==> config.mk <==
export PLATFORM = sky130hd
export DESIGN_NAME = triple_vectored_interrupt_controller_flat
export DESIGN_NICKNAME = d
export VERILOG_FILES = /design/src/rtl/tvic_pkg.sv /design/src/rtl/tvic_req_if.sv /design/src/rtl/tvic_rsp_if.sv /design/src/rtl/tvic_ctrl.sv /design/src/rtl/triple_vectored_interrupt_controller.sv /design/src/flat_wrapper.sv
export SDC_FILE = /design/constraint.sdc
export NUM_CORES = 2
export LEC_CHECK = 0
export BUFFER_PORTS_ARGS = -buffer_cell sky130_fd_sc_hd__buf_2
export CORE_UTILIZATION = 60
export CTS_CLUSTER_DIAMETER = 30
export DETAILED_ROUTE_END_ITERATION = 8
export GPL_TIMING_DRIVEN = 0
export PLACE_DENSITY = 0.77
export SETUP_SLACK_MARGIN = 0.5
export SLEW_MARGIN = 30
export SYNTH_ARGS = -nofsm -noshare
export SYNTH_HDL_FRONTEND = slang
export SYNTH_SLANG_ARGS = --single-unit
==> constraint.sdc <==
create_clock -name clock -period 8.1 [get_ports clock]
set_input_delay 1.215 -clock clock [delete_from_list [all_inputs] [get_ports clock]]
set_output_delay 1.215 -clock clock [all_outputs]
set_load 0.05 [all_outputs]
==> src/rtl/tvic_pkg.sv <==
// Package with types, constants and the priority search for the triple interrupt controller.
`default_nettype none

package tvic_pkg;

   localparam int NUM_CONTROLLERS = 3;
   localparam int VECTOR_WIDTH    = 16;
   localparam int LINES           = 8;

   typedef enum logic [1:0] {
      OP_READ  = 2'd0,
      OP_WRITE = 2'd1,
      OP_RAISE = 2'd2,
      OP_ACK   = 2'd3
   } tvic_op_type;

   typedef enum logic [1:0] {
      WSEL_MASK = 2'd0,
      WSEL_ACLR = 2'd1,
      WSEL_VEC  = 2'd2,
      WSEL_NONE = 2'd3
   } tvic_wsel_type;

   localparam logic [1:0] RSEL_ISR  = 2'd0;
   localparam logic [1:0] RSEL_MASK = 2'd1;
   localparam logic [1:0] RSEL_REQ  = 2'd2;
   localparam logic [1:0] RSEL_ACLR = 2'd3;

   localparam int MODE_ROT_BIT    = 0;
   localparam int MODE_COMMON_BIT = 1;
   localparam int MODE_POLLED_BIT = 2;
   localparam int MODE_MASTER_BIT = 7;

   localparam logic [7:0] ALL_ONES        = 8'o377;
   localparam logic [7:0] STATUS_NONE     = 8'o200;
   localparam logic [7:0] MODE_KEEP_HIGH  = 8'o340;
   localparam logic [7:0] MODE_LOW_FIELD  = 8'o037;
   localparam logic [7:0] MODE_KEEP_RSEL  = 8'o237;
   localparam logic [7:0] MODE_RSEL_FIELD = 8'o140;

   localparam logic [1:0] MASTER_ON  = 2'd1;
   localparam logic [1:0] MASTER_OFF = 2'd2;

   // Command codes are bits 7:3 of the command byte.
   localparam logic [4:0] CMD_CLR_REQ_MASK     = 5'd2;
   localparam logic [4:0] CMD_CLR_REQ_MASK_BIT = 5'd3;
   localparam logic [4:0] CMD_CLR_MASK         = 5'd4;
   localparam logic [4:0] CMD_CLR_MASK_BIT     = 5'd5;
   localparam logic [4:0] CMD_SET_MASK         = 5'd6;
   localparam logic [4:0] CMD_SET_MASK_BIT     = 5'd7;
   localparam logic [4:0] CMD_CLR_REQ          = 5'd8;
   localparam logic [4:0] CMD_CLR_REQ_BIT      = 5'd9;
   localparam logic [4:0] CMD_SET_REQ          = 5'd10;
   localparam logic [4:0] CMD_SET_REQ_BIT      = 5'd11;
   localparam logic [4:0] CMD_CLR_ISR          = 5'd14;
   localparam logic [4:0] CMD_CLR_ISR_BIT      = 5'd15;
   localparam logic [4:0] CMD_MODE0_A          = 5'd16;
   localparam logic [4:0] CMD_MODE0_B          = 5'd17;
   localparam logic [4:0] CMD_MODE0_C          = 5'd18;
   localparam logic [4:0] CMD_MODE0_D          = 5'd19;
   localparam logic [4:0] CMD_MODE1_A          = 5'd20;
   localparam logic [4:0] CMD_MODE1_B          = 5'd21;
   localparam logic [4:0] CMD_PSEL_MASK_A      = 5'd22;
   localparam logic [4:0] CMD_PSEL_MASK_B      = 5'd23;
   localparam logic [4:0] CMD_PSEL_ACLR_A      = 5'd24;
   localparam logic [4:0] CMD_PSEL_ACLR_B      = 5'd25;
   localparam logic [4:0] CMD_PSEL_VEC         = 5'd28;

   typedef struct packed {
      logic        wr_en;
      logic        set_en;
      logic        ack_en;
      logic        port;
      logic [15:0] data;
      logic [7:0]  rq;
   } tvic_cmd_type;

   typedef struct packed {
      logic        qual;
      logic        qual_next;
      logic [7:0]  rd_data;
      logic [15:0] vector;
   } tvic_stat_type;

   typedef struct packed {
      logic       found;
      logic [2:0] line;
   } tvic_pend_type;

   function automatic tvic_pend_type find_pending(input logic [7:0] live,
                                                  input logic [2:0] start);
      tvic_pend_type r;
      logic [2:0]    l;
      r = '0;
      for (int k = LINES - 1; k >= 0; k--) begin
         l = start + 3'(k);
         if (live[l]) begin
            r.found = 1'b1;
            r.line  = l;
         end
      end
      return r;
   endfunction

endpackage

`default_nettype wire

==> src/rtl/tvic_req_if.sv <==
// Request channel interface: bus accesses, request-line sets and acknowledges.
`default_nettype none

interface tvic_req_if;
   logic        valid;
   logic        ready;
   logic [1:0]  op;
   logic [1:0]  controller;
   logic        port_select;
   logic [15:0] write_data;
   logic [7:0]  request_mask;

   modport source (output valid, op, controller, port_select, write_data, request_mask,
                   input ready);
   modport sink (input valid, op, controller, port_select, write_data, request_mask,
                 output ready);
endinterface

`default_nettype wire

==> src/rtl/tvic_rsp_if.sv <==
// Response channel interface: read data, vector, no-interrupt flag and group line.
`default_nettype none

interface tvic_rsp_if;
   logic        valid;
   logic        ready;
   logic [7:0]  read_data;
   logic [15:0] vector;
   logic        no_interrupt;
   logic        int_line;

   modport source (output valid, read_data, vector, no_interrupt, int_line, input ready);
   modport sink (input valid, read_data, vector, no_interrupt, int_line, output ready);
endinterface

`default_nettype wire

==> src/rtl/tvic_ctrl.sv <==
// One eight-line interrupt controller: registers, command decode and priority search.
`default_nettype none

module tvic_ctrl
   import tvic_pkg::*;
(
   input  logic          clock,
   input  logic          reset,
   input  tvic_cmd_type  cmd,
   output tvic_stat_type stat
);

   logic [7:0]              req_ff, req_in;
   logic [7:0]              isr_ff, isr_in;
   logic [7:0]              mask_ff, mask_in;
   logic [7:0]              aclr_ff, aclr_in;
   logic [7:0]              mode_ff, mode_in;
   logic [2:0]              rot_ff, rot_in;
   tvic_wsel_type           wsel_ff, wsel_in;
   logic [2:0]              vsel_ff, vsel_in;
   logic [VECTOR_WIDTH-1:0] vec_ff [LINES];
   logic [VECTOR_WIDTH-1:0] vec_in [LINES];

   tvic_pend_type pend, pend_next;
   logic [7:0]    bit_sel;
   logic [7:0]    ack_bit;
   logic [7:0]    status;

   always_comb begin
      pend    = find_pending(req_ff & ~mask_ff, mode_ff[MODE_ROT_BIT] ? rot_ff : 3'd0);
      bit_sel = 8'b1 << cmd.data[2:0];
      ack_bit = 8'b1 << pend.line;

      req_in  = req_ff;
      isr_in  = isr_ff;
      mask_in = mask_ff;
      aclr_in = aclr_ff;
      mode_in = mode_ff;
      rot_in  = rot_ff;
      wsel_in = wsel_ff;
      vsel_in = vsel_ff;
      vec_in  = vec_ff;

      if (cmd.wr_en) begin
         if (cmd.port) begin
            if (cmd.data[7:0] == 8'd0) begin
               req_in  = '0;
               isr_in  = '0;
               mask_in = ALL_ONES;
               aclr_in = '0;
               mode_in = '0;
               wsel_in = WSEL_MASK;
            end else begin
               unique case (cmd.data[7:3]) inside
                  CMD_CLR_REQ_MASK: begin
                     req_in  = '0;
                     mask_in = '0;
                  end
                  CMD_CLR_REQ_MASK_BIT: begin
                     req_in  = req_ff & ~bit_sel;
                     mask_in = mask_ff & ~bit_sel;
                  end
                  CMD_CLR_MASK:     mask_in = '0;
                  CMD_CLR_MASK_BIT: mask_in = mask_ff & ~bit_sel;
                  CMD_SET_MASK:     mask_in = ALL_ONES;
                  CMD_SET_MASK_BIT: mask_in = mask_ff | bit_sel;
                  CMD_CLR_REQ:      req_in = '0;
                  CMD_CLR_REQ_BIT:  req_in = req_ff & ~bit_sel;
                  CMD_SET_REQ:      req_in = ALL_ONES;
                  CMD_SET_REQ_BIT:  req_in = req_ff | bit_sel;
                  CMD_CLR_ISR:      isr_in = '0;
                  CMD_CLR_ISR_BIT:  isr_in = isr_ff & ~bit_sel;
                  CMD_MODE0_A, CMD_MODE0_B, CMD_MODE0_C, CMD_MODE0_D: begin
                     mode_in = (mode_ff & MODE_KEEP_HIGH) | (cmd.data[7:0] & MODE_LOW_FIELD);
                  end
                  CMD_MODE1_A, CMD_MODE1_B: begin
                     mode_in = (mode_ff & MODE_KEEP_RSEL)
                             | ({cmd.data[4:0], 3'b000} & MODE_RSEL_FIELD);
                     if (cmd.data[1:0] == MASTER_ON) begin
                        mode_in[MODE_MASTER_BIT] = 1'b1;
                     end else if (cmd.data[1:0] == MASTER_OFF) begin
                        mode_in[MODE_MASTER_BIT] = 1'b0;
                     end
                  end
                  CMD_PSEL_MASK_A, CMD_PSEL_MASK_B: wsel_in = WSEL_MASK;
                  CMD_PSEL_ACLR_A, CMD_PSEL_ACLR_B: wsel_in = WSEL_ACLR;
                  CMD_PSEL_VEC: begin
                     wsel_in = WSEL_VEC;
                     vsel_in = cmd.data[2:0];
                  end
                  default: ;
               endcase
            end
         end else begin
            unique case (wsel_ff)
               WSEL_MASK: mask_in = cmd.data[7:0];
               WSEL_ACLR: aclr_in = cmd.data[7:0];
               WSEL_VEC:  vec_in[vsel_ff] = cmd.data[VECTOR_WIDTH-1:0];
               default: ;
            endcase
         end
      end

      if (cmd.set_en) begin
         req_in = req_ff | cmd.rq;
      end

      if (cmd.ack_en) begin
         req_in = req_ff & ~ack_bit;
         if ((aclr_ff & ack_bit) == 8'd0) begin
            isr_in = isr_ff | ack_bit;
         end
         if (mode_ff[MODE_ROT_BIT]) begin
            rot_in = pend.line + 3'd1;
         end
      end

      pend_next = find_pending(req_in & ~mask_in, mode_in[MODE_ROT_BIT] ? rot_in : 3'd0);

      status = pend.found ? {5'd0, pend.line} : STATUS_NONE;
      status[3] = mode_ff[MODE_MASTER_BIT];
      status[4] = mode_ff[MODE_POLLED_BIT];
      status[5] = mode_ff[MODE_ROT_BIT];

      stat.qual      = pend.found && mode_ff[MODE_MASTER_BIT] && !mode_ff[MODE_POLLED_BIT];
      stat.qual_next = pend_next.found && mode_in[MODE_MASTER_BIT]
                    && !mode_in[MODE_POLLED_BIT];
      stat.vector    = 16'(mode_ff[MODE_COMMON_BIT] ? vec_ff[0] : vec_ff[pend.line]);
      if (cmd.port) begin
         stat.rd_data = status;
      end else begin
         case (mode_ff[6:5])
            RSEL_ISR:  stat.rd_data = isr_ff;
            RSEL_MASK: stat.rd_data = mask_ff;
            RSEL_REQ:  stat.rd_data = req_ff;
            RSEL_ACLR: stat.rd_data = aclr_ff;
            default:   stat.rd_data = aclr_ff;
         endcase
      end
   end

   always_ff @(posedge clock) begin
      if (reset) begin
         req_ff  <= '0;
         isr_ff  <= '0;
         mask_ff <= ALL_ONES;
         aclr_ff <= '0;
         mode_ff <= '0;
         rot_ff  <= '0;
         wsel_ff <= WSEL_MASK;
         vsel_ff <= '0;
         vec_ff  <= '{default: '0};
      end else begin
         req_ff  <= req_in;
         isr_ff  <= isr_in;
         mask_ff <= mask_in;
         aclr_ff <= aclr_in;
         mode_ff <= mode_in;
         rot_ff  <= rot_in;
         wsel_ff <= wsel_in;
         vsel_ff <= vsel_in;
         vec_ff  <= vec_in;
      end
   end

endmodule

`default_nettype wire

==> src/rtl/triple_vectored_interrupt_controller.sv <==
// Top level of the triple vectored interrupt controller.
// The req_bus channel carries one transaction per item: a bus read or write of a
// controller's data or command/status port, a set of request lines, or a processor
// acknowledge. The rsp_bus channel returns one transaction for every request
// transaction: the read byte, the acknowledged vector, the no-interrupt flag and the
// group interrupt line as it stands after that request has taken effect.
// A request is captured in an input register; when the output register is free or is
// being emptied, the controllers update their state and the result is loaded into the
// output register, from which it is offered on rsp_bus. One request is taken every
// cycle when the receiver keeps rsp_bus.ready high.
// When the receiver stalls, the result is held in the output register while one more
// request may still be captured in the input register; req_bus.ready then drops
// until the output register is emptied.
// Synchronous reset empties both registers and returns every controller to its reset
// state: all masks set, all other registers and response vectors zero.
`default_nettype none

module triple_vectored_interrupt_controller
   import tvic_pkg::*;
(
   input  logic           clock,
   input  logic           reset,
   tvic_req_if.sink       req_bus,
   tvic_rsp_if.source     rsp_bus
);

   logic        in_valid_ff, in_valid_in;
   tvic_op_type op_ff;
   logic [1:0]  ctrl_ff;
   logic        port_ff;
   logic [15:0] data_ff;
   logic [7:0]  rq_ff;

   logic        out_valid_ff, out_valid_in;
   logic [7:0]  rd_ff, rd_in;
   logic [15:0] vec_ff, vec_in;
   logic        none_ff, none_in;
   logic        int_ff, int_in;

   logic        req_fire;
   logic        advance;
   logic        hit;
   logic [NUM_CONTROLLERS-1:0] grant;

   tvic_cmd_type  cmd  [NUM_CONTROLLERS];
   tvic_stat_type stat [NUM_CONTROLLERS];

   assign advance       = in_valid_ff && (!out_valid_ff || rsp_bus.ready);
   assign req_bus.ready = !in_valid_ff || advance;
   assign req_fire      = req_bus.valid && req_bus.ready;
   assign in_valid_in   = req_fire || (in_valid_ff && !advance);
   assign out_valid_in  = advance || (out_valid_ff && !rsp_bus.ready);

   for (genvar c = 0; c < NUM_CONTROLLERS; c++) begin : gen_ctrl
      tvic_ctrl u_ctrl (
         .clock (clock),
         .reset (reset),
         .cmd   (cmd[c]),
         .stat  (stat[c])
      );
   end

   always_comb begin
      hit    = 1'b0;
      grant  = '0;
      rd_in  = '0;
      vec_in = '0;
      int_in = 1'b0;
      for (int c = 0; c < NUM_CONTROLLERS; c++) begin
         if (stat[c].qual && !hit) begin
            grant[c] = 1'b1;
            hit      = 1'b1;
         end
      end
      for (int c = 0; c < NUM_CONTROLLERS; c++) begin
         cmd[c].wr_en  = advance && (op_ff == OP_WRITE) && (ctrl_ff == 2'(c));
         cmd[c].set_en = advance && (op_ff == OP_RAISE) && (ctrl_ff == 2'(c));
         cmd[c].ack_en = advance && (op_ff == OP_ACK) && grant[c];
         cmd[c].port   = port_ff;
         cmd[c].data   = data_ff;
         cmd[c].rq     = rq_ff;
         if ((op_ff == OP_READ) && (ctrl_ff == 2'(c))) begin
            rd_in = stat[c].rd_data;
         end
         if ((op_ff == OP_ACK) && grant[c]) begin
            vec_in = stat[c].vector;
         end
         int_in = int_in | stat[c].qual_next;
      end
      none_in = (op_ff == OP_ACK) && !hit;
   end

   always_ff @(posedge clock) begin
      if (reset) begin
         in_valid_ff  <= 1'b0;
         out_valid_ff <= 1'b0;
      end else begin
         in_valid_ff  <= in_valid_in;
         out_valid_ff <= out_valid_in;
      end
   end

   always_ff @(posedge clock) begin
      if (req_fire) begin
         op_ff   <= tvic_op_type'(req_bus.op);
         ctrl_ff <= req_bus.controller;
         port_ff <= req_bus.port_select;
         data_ff <= req_bus.write_data;
         rq_ff   <= req_bus.request_mask;
      end
      if (advance) begin
         rd_ff   <= rd_in;
         vec_ff  <= vec_in;
         none_ff <= none_in;
         int_ff  <= int_in;
      end
   end

   assign rsp_bus.valid        = out_valid_ff;
   assign rsp_bus.read_data    = rd_ff;
   assign rsp_bus.vector       = vec_ff;
   assign rsp_bus.no_interrupt = none_ff;
   assign rsp_bus.int_line     = int_ff;

`ifndef SYNTH
   a_grant_onehot: assert property (@(posedge clock) disable iff (reset)
      $onehot0(grant))
      else $error("More than one controller granted an acknowledge.");

   a_capture_moves: assert property (@(posedge clock) disable iff (reset)
      req_fire && in_valid_ff |-> advance)
      else $error("Request captured while the input register was held.");

   a_none_is_quiet: assert property (@(posedge clock) disable iff (reset)
      out_valid_ff && none_ff |-> (vec_ff == 16'd0) && (rd_ff == 8'd0))
      else $error("Empty acknowledge returned data.");

   a_ack_hit: assert property (@(posedge clock) disable iff (reset)
      advance && (op_ff == OP_ACK) && hit |=> out_valid_ff && !none_ff)
      else $error("Granted acknowledge reported no interrupt.");
`endif

endmodule

`default_nettype wire
==> src/flat_wrapper.sv <==
// flat-port wrapper written by rule: the top's interface ports become plain ports
module triple_vectored_interrupt_controller_flat import tvic_pkg::*;
  (clock, reset, req_bus_valid, req_bus_op, req_bus_controller, req_bus_port_select, req_bus_write_data, req_bus_request_mask, req_bus_ready, rsp_bus_valid, rsp_bus_read_data, rsp_bus_vector, rsp_bus_no_interrupt, rsp_bus_int_line, rsp_bus_ready);
  tvic_req_if req_bus_i ();
  tvic_rsp_if rsp_bus_i ();
  input  logic clock;
  input  logic reset;
  input wire logic [$bits(req_bus_i.valid)-1:0] req_bus_valid;
  input wire logic [$bits(req_bus_i.op)-1:0] req_bus_op;
  input wire logic [$bits(req_bus_i.controller)-1:0] req_bus_controller;
  input wire logic [$bits(req_bus_i.port_select)-1:0] req_bus_port_select;
  input wire logic [$bits(req_bus_i.write_data)-1:0] req_bus_write_data;
  input wire logic [$bits(req_bus_i.request_mask)-1:0] req_bus_request_mask;
  output wire logic [$bits(req_bus_i.ready)-1:0] req_bus_ready;
  output wire logic [$bits(rsp_bus_i.valid)-1:0] rsp_bus_valid;
  output wire logic [$bits(rsp_bus_i.read_data)-1:0] rsp_bus_read_data;
  output wire logic [$bits(rsp_bus_i.vector)-1:0] rsp_bus_vector;
  output wire logic [$bits(rsp_bus_i.no_interrupt)-1:0] rsp_bus_no_interrupt;
  output wire logic [$bits(rsp_bus_i.int_line)-1:0] rsp_bus_int_line;
  input wire logic [$bits(rsp_bus_i.ready)-1:0] rsp_bus_ready;
  assign req_bus_i.valid = req_bus_valid;
  assign req_bus_i.op = req_bus_op;
  assign req_bus_i.controller = req_bus_controller;
  assign req_bus_i.port_select = req_bus_port_select;
  assign req_bus_i.write_data = req_bus_write_data;
  assign req_bus_i.request_mask = req_bus_request_mask;
  assign req_bus_ready = req_bus_i.ready;
  assign rsp_bus_valid = rsp_bus_i.valid;
  assign rsp_bus_read_data = rsp_bus_i.read_data;
  assign rsp_bus_vector = rsp_bus_i.vector;
  assign rsp_bus_no_interrupt = rsp_bus_i.no_interrupt;
  assign rsp_bus_int_line = rsp_bus_i.int_line;
  assign rsp_bus_i.ready = rsp_bus_ready;
  triple_vectored_interrupt_controller u_core (.clock(clock), .reset(reset), .req_bus(req_bus_i), .rsp_bus(rsp_bus_i));
endmodule
Word level (Yosys, flattened, before mapping)
Index checks and enable logic that the tools add are counted.
{ "totals": {"reg_bits": 585, "elab_cells": 645, "output_inout_bits": 28} }
{ "op_classes": {"eq_ne": 46, "n_addsub": 45, "n_bitwise": 59, "n_reduce_logical": 97, "muxes": 275, "magnitude_cmp": 57, "shift": 4} }
{ "ops": {"columns": ["op", "count"], "rows": [
  ["8-bit two-way mux", 67],
  ["128-bit bitwise mux", 3],
  ["8-bit case mux with 4 select lines", 9],
  ["16-bit two-way mux", 15],
  ["3-bit by 4-bit less-than comparator with 1-bit output, second input constant", 48],
  ["4-bit two-way mux", 48],
  ["8-bit bitwise AND", 21],
  ["1-bit binary-select mux with 3-bit select", 48],
  ["16-bit binary-select mux with 3-bit select", 3],
  ["16-bit demux with 3-bit select", 3],
  ["8-bit bitwise OR", 12],
  ["8-bit case mux with 2 select lines", 6],
  ["8-bit NOT", 10],
  ["3-bit adder, second input constant", 24],
  ["1-bit two-way mux", 59],
  ["5-bit == test, second input constant", 11],
  ["1-bit logical AND", 40],
  ["3-bit by 2-bit adder with 3-bit output, second input constant", 12],
  ["3-bit two-way mux", 12],
  ["3-bit AND reduction", 12],
  ["8-bit zero test", 4],
  ["1-bit by 3-bit left shift with 8-bit output, first input constant", 4],
  ["5-bit by 4-bit == test with 1-bit output, second input constant", 6],
  ["3-bit by 1-bit adder with 3-bit output, second input constant", 9],
  ["23 further kinds", 97]
]} }

Logic depth before layout (Yosys ltp)
{ "depth": {"ltp_word": 38, "ltp_mapped": 22} }

Hierarchy
Synthesis repeated with hierarchy kept, for this count alone.
{ "hier_totals": {"hier_cells": 4131, "hier_area_um2": 33141.8} }
{ "modules_own_cells": {"columns": ["module", "instances", "cells_each", "area_each_um2"], "rows": [
  ["tvic_ctrl at u_core.gen_ctrl[0].u_ctrl", 1, 1337, 10388.7],
  ["tvic_ctrl at u_core.gen_ctrl[2].u_ctrl", 1, 1279, 10151.0],
  ["tvic_ctrl at u_core.gen_ctrl[1].u_ctrl", 1, 1318, 10065.9],
  ["triple_vectored_interrupt_controller", 1, 197, 2536.2]
]} }

Worst setup path before layout
Ideal clock, no wire load.
{ "synth_path": {"path_type": "input-to-reg", "start": "in rsp_bus_ready", "end": "reg u_core.int_ff (netlist: u_core.rsp_bus.int_line) (data pin)", "path_slack_ns": 3.355, "setup_time_ns": 0.275, "required_time_ns": 7.825, "arrival_time_ns": 4.470, "path_stages": 14, "path_cell_list": "nand2b_1 nand2_1 clkinv_1 nand4_1 a211oi_1 o21ai_0 o21ai_0 a21oi_2 inv_1 ha_1 nor4_1 a211oi_1 o41ai_1 nand4_1"} }
{ "synth_via": {"elab_chain_len": 22, "word_cells_on_any_way": 145} }
{ "synth_lines": {"columns": ["item", "line", "text"], "rows": [
  ["from (decl)", "flat_wrapper.sv:20", "input wire logic [$bits(rsp_bus_i.ready)-1:0] rsp_bus_ready;"],
  ["1-bit logical OR *", "triple_vectored_interrupt_controller.sv:48", "assign advance = in_valid_ff && (!out_valid_ff || rsp_bus.ready);"],
  ["1-bit logical AND *", "triple_vectored_interrupt_controller.sv:48", null],
  ["named net u_core.advance", "triple_vectored_interrupt_controller.sv:41", "logic advance;"],
  ["branches (longest 19 deep; another with 3-bit adder)", null, null],
  ["1-bit bitwise OR *", "triple_vectored_interrupt_controller.sv:88", "int_in = int_in | stat[c].qual_next;"],
  ["named net u_core.int_in", "triple_vectored_interrupt_controller.sv:38", "logic int_ff, int_in;"],
  ["to (signal assigned)", "triple_vectored_interrupt_controller.sv:115", "int_ff <= int_in;"],
  ["to (decl)", "triple_vectored_interrupt_controller.sv:38", null]
]} }
Mark *: on every way through the listed nets, which the timed path passes. The select of a mux whose other input is x is not followed.
A chain may end at the register's enable or synchronous reset.

Final worst setup path
{ "layout_path": {"start": "reg u_core.gen_ctrl[0].u_ctrl.mode_ff[0]", "end": "reg u_core.int_ff (netlist: u_core.rsp_bus.int_line) (data pin)"} }
{ "layout_via": {"elab_chain_len": 38, "word_cells_on_any_way": 168} }
{ "layout_lines": {"columns": ["item", "line", "text"], "rows": [
  ["from (decl)", "tvic_ctrl.sv:17", "logic [7:0] mode_ff, mode_in;"],
  ["from (signal assigned)", "tvic_ctrl.sv:158", "mode_ff <= mode_in;"],
  ["3-bit two-way mux", "tvic_ctrl.sv:30", "pend = find_pending(req_ff & ~mask_ff, mode_ff[MODE_ROT_BIT] ? rot_ff : 3'd0);"],
  ["3-bit adder", "tvic_pkg.sv:96", "l = start + 3'(k);"],
  ["1-bit binary-select mux with 3-bit select", "tvic_pkg.sv:97", "if (live[l]) begin"],
  ["1-bit two-way mux (implied by the code)", "tvic_pkg.sv:97", null],
  ["4-bit two-way mux (8 in a row)", "tvic_pkg.sv:97", null],
  ["1-bit logical AND (2 in a row)", "tvic_ctrl.sv:125", "stat.qual = pend.found && mode_ff[MODE_MASTER_BIT] && !mode_ff[MODE_POLLED_BIT];"],
  ["1-bit two-way mux", "triple_vectored_interrupt_controller.sv:70", "if (stat[c].qual && !hit) begin"],
  ["1-bit zero test", "triple_vectored_interrupt_controller.sv:70", null],
  ["(+8 left out)", null, null],
  ["3-bit adder", "tvic_pkg.sv:96", null],
  ["1-bit binary-select mux with 3-bit select", "tvic_pkg.sv:97", null],
  ["1-bit two-way mux (implied by the code)", "tvic_pkg.sv:97", null],
  ["4-bit two-way mux (8 in a row)", "tvic_pkg.sv:97", null],
  ["1-bit logical AND", "tvic_ctrl.sv:126", "stat.qual_next = pend_next.found && mode_in[MODE_MASTER_BIT]"],
  ["1-bit logical AND", "tvic_ctrl.sv:127", "&& !mode_in[MODE_POLLED_BIT];"],
  ["1-bit bitwise OR *", "triple_vectored_interrupt_controller.sv:88", null],
  ["named net u_core.int_in", "triple_vectored_interrupt_controller.sv:38", null]
]} }
The timed path passes the listed nets; every way through them passes the cells marked *. The select of a mux whose other input is x is not followed.

==> impl_metrics.py <==
metrics = {
    "setup_path": {
        "rr_startpoint": "u_core.gen_ctrl[0].u_ctrl.mode_ff[0]",
        "cp.arrival_ns": 7.63,
        "ff2ff_setup_slack_ns": 0.72,
        "cp-start-kind": "flip-flop",
        "reg2regPathDepth": 21,
        "worst-path-max-fanout": 10,
        "worstPathRequired_ns": 8.34,
        "critPathKind": "reg2reg",
        "startpoint": "u_core.gen_ctrl[0].u_ctrl.mode_ff[0]",
        "timing.rr.end": "u_core.rsp_bus.int_line",
        "cp-end-kind": "flip-flop",
    },
    "clock_tree": {
        "clkSinkCount": 579,
        "postCtsSetupRepairBufs": 0,
        "clkLatencyLatePin_ns": 0.70,
        "h-tree-depth": 3,
        "cts_tree": "done",
        "post_cts_resized": 0,
        "cts_hold_buffers": 0,
        "cts_made_buffers": 111,
        "cts_buffer_depth": 3,
        "root_buffer": "clkbuf_16",
        "clk_pin_slew_ns": 0.05,
    },
    "timing": {
        "skew_ns": 0.08194,
        "relSlewSlack": 0.2251,
        "rsz0062_at_grt": "false",
        "tightest_slew_ns": 1.147,
        "min_period_over_period": 0.9116,
        "min_period_ns": 7.384,
        "final-setup-viol-count": 0,
        "tns_ns": 0,
        "slew_violations": 0,
        "max_freq_mhz": 135.4,
        "hold_violations": 0,
    },
    "synth": {
        "yosysWarningCount": 0,
        "netlist_area_sq_mm": 0.03097,
        "synth.top_cell.area_share": 0.3387,
        "yosysTopAreaCell": "dfxtp_1",
        "syn_area_per_cell_sq_um": 7.969,
        "syn_nets": 3928,
        "synth_edf_count": 55,
        "synth-seq-cells": 579,
        "ys_async_sr_fraction": 0,
        "synth_area_leaders": "dfxtp_1, nand2_1, a21oi_1",
        "synth-main-ff-cell": "dfxtp_1",
        "synthCells": 3886,
        "ys_types": 103,
        "ys_seq_area_frac": 0.3921,
    },
    "flow_run": {
        "drv_cap": 0,
    },
    "floorplan": {
        "core_area_sq_mm": 0.05058,
        "die_w_um": 229.2,
        "chipHeight_um": 229.2,
        "ios": 61,
        "fp-row-count": 82,
        "start_util": 0.6123,
        "die_area_sq_mm": 0.05253,
    },
    "worst_hold_path": {
        "hold_path_startpoint": "u_core.gen_ctrl[1].u_ctrl.vec_ff[59]",
        "hold_path_class": "reg2reg",
        "min_to": "u_core.gen_ctrl[1].u_ctrl.vec_ff[59]",
        "worstHoldPathCells": 2,
    },
    "cells_and_area": {
        "final_cells": 4832,
        "drive_above_1_share": 0.1154,
        "n_fill_cell": 3843,
        "fin_nets": 4103,
        "area_growth_pct": 16.96,
        "fin_util": 0.7161,
    },
    "global_route": {
        "grt_antenna_before_repair": 3,
        "overflow": 0,
        "grt_pass1_wl_um": 191700,
        "grt_pass1_vias": 30957,
        "grt_usage": 0.4838,
        "grt_max_degree": 30,
    },
    "pwr": {
        "clkPwrFrac": 0.598,
        "power_switching_share": 0.2491,
        "net-switching-power_mw": 2.021,
        "leakage_nw": 12.36,
        "power.density_mw_per_mm2": 224.0,
        "p_seq_frac": 0.363,
        "combPwrFrac": 0.039,
        "internal_power_mw": 6.091,
        "peakVddDrop_mv": 0.2631,
    },
    "place": {
        "place_congestion": 1.099,
        "hpwl_um": 94150,
        "place_inst": 4620,
        "io_buffers": 59,
    },
    "outcome": {
        "status": "completed",
    },
    "routing": {
        "wl_per_cell_um": 27.06,
        "viasPerCell": 6.910,
        "via_count": 33390,
        "first_pass_iters": 9,
        "remaining_drc_errors": 0,
        "first_iter_violations": 5435,
        "wl_um": 130800,
        "ant_nets": 0,
    },
}
logic make-up (layout without fill, tap and decap cells):
logic type      Yosys count  in the layout  share of synthesized area
buf+inv                 361            633                    0.04654
xor+xnor                  8              8                   0.002263
fa+ha+maj                 9              9                   0.003636
mux                     291            291                     0.1170
simple gates           1508           1508                     0.2117
other cells               0              2                          0
compound gates         1130           1130                     0.2268
flops                   579            579                     0.3921
sequential cells by signal (all words and copies together) (netlist names), 8 cells and up:
signal and count:
u_core.rsp_bus.vector 16, u_core.gen_ctrl.u_ctrl.req_ff 24, u_core.gen_ctrl.u_ctrl.vec_ff 384, u_core.rq_ff 8, u_core.gen_ctrl.u_ctrl.aclr_ff 24, u_core.gen_ctrl.u_ctrl.isr_ff 24
u_core.data_ff 16, u_core.rsp_bus.read_data 8, u_core.gen_ctrl.u_ctrl.mask_ff 24, u_core.gen_ctrl.u_ctrl.vsel_ff 9, u_core.gen_ctrl.u_ctrl.rot_ff 9, u_core.gen_ctrl.u_ctrl.mode_ff 18
cell type report:
class	count	area, sq um	share of cell area
Timing Repair Buffer	62	340.3	0.009396
Tap cell	672	840.8	0.02321
Sequential cell	579	12140	0.3352
Clock inverter	80	962.2	0.02656
Clock buffer	130	3048	0.08415
Inverter	43	165.2	0.004560
Multi-Input combinational cell	2946	17440	0.4814
Antenna cell	2	5.005	0.0001382
Buffer	318	1281	0.03537
cells in the mapped netlist, types with 12 or more instances:
| cell | n |
|---|---|
| a211oi_1 | 37 |
| a21boi_0 | 12 |
| a21o_1 | 13 |
| a21oi_1 | 513 |
| a221oi_1 | 25 |
| a22oi_1 | 78 |
| a31oi_1 | 22 |
| and2_1 | 21 |
| buf_1 | 23 |
| buf_2 | 40 |
| clkbuf_1 | 247 |
| dfxtp_1 | 524 |
| edfxtp_1 | 55 |
| inv_1 | 33 |
| mux2_2 | 46 |
| mux2i_1 | 189 |
| mux4_2 | 51 |
| nand2_1 | 860 |
| nand2b_1 | 49 |
| nand3_1 | 35 |
| nand3b_1 | 18 |
| nand4b_1 | 12 |
| nor2_1 | 321 |
| nor2b_1 | 39 |
| nor3_1 | 38 |
| nor3b_1 | 16 |
| o211ai_1 | 31 |
| o21ai_0 | 179 |
| o221ai_1 | 35 |
| o22ai_1 | 24 |
| o2bb2ai_1 | 12 |
| or2_2 | 22 |
| or3_1 | 12 |
worst max-delay path by stage:
stage                                    endpoint  slack, ns  depth (start not counted)
after global placement    u_core.rsp_bus.int_line       0.64                         15
after detailed placement  u_core.rsp_bus.int_line       1.14                         21
after global routing      u_core.rsp_bus.int_line       0.67                         22
final                     u_core.rsp_bus.int_line       0.72                         21
after CTS                 u_core.rsp_bus.int_line       1.11                         21
after floorplan           u_core.rsp_bus.int_line       3.35                         14
power by group through the flow:
stage	Combinational (mW)	Clock, mW	Sequential [mW]
finish	0.314	4.85	2.94
global placement	0.286	0	3.00
CTS	0.292	4.83	2.94
detailed placement	0.288	0	3.00
floorplan	0.135	0	3.00
global route	0.314	4.97	2.94
worst max-delay path, cell delays in order, from the launching register on:
cell,delay [ns]
dfxtp_1,0.45
buf_2,0.27
and2_1,0.14
buf_2,0.24
inv_2,0.14
ha_1,0.34
inv_1,0.24
mux4_2,0.36
and2_1,0.19
nor4b_1,0.28
o211ai_1,0.31
nand2_1,0.40
buf_2,0.41
buf_4,0.32
buf_2,0.33
ha_1,0.31
a211o_1,0.17
nor2_1,0.09
a2111oi_2,0.38
a211oi_1,0.09
o41ai_1,1.02
nand4_1,0.48
metrics by stage:
stage	cell area, sq um	power [mW]	setup slack (ns)	hold slack [ns]
2_1_floorplan	30970	3.139	3.355	0.4284
3_3_place_gp	32100	3.285	0.6385	0.4361
3_5_place_dp	32190	3.287	1.138	0.4401
4_1_cts	36200	8.058	1.110	0.4488
5_1_grt	36220	8.230	0.6716	0.4610
6_report	36220	8.113	0.7164	0.4489
layer usage:
| metal | wire [um] | global-route usage |
|---|---|---|
| met1 | 47950 | 0.6168 |
| met2 | 54810 | 0.7131 |
| met3 | 16300 | 0.1127 |
| met4 | 11700 | 0.3629 |
| met5 | 11 | 0 |
cell usage in the layout, fill, tap and decap left out, types with 12 or more instances in the layout:
cell          n
o221ai_1     35
o21ai_0     178
a211oi_1     35
clkbuf_16   118
nand3b_1     18
mux2i_1     189
a21o_1       13
a221oi_1     25
nor3_1       35
a22oi_1      78
o2bb2ai_1    12
or2_2        22
nor3b_1      15
clkinvlp_4   13
inv_6        12
and2_1       20
o211ai_1     31
dfxtp_1     524
a21boi_0     12
bufinv_16    12
a21oi_1     513
nand4b_1     12
buf_1        23
a31oi_1      22
or3_1        12
clkinv_2     18
mux4_2       51
buf_2       100
nand2b_1     49
o22ai_1      24
nor2b_1      39
clkbuf_1    251
mux2_2       46
nand3_1      35
nor2_1      321
edfxtp_1     55
nand2_1     860
inv_1        33
Power figures use the tool's default switching activity.
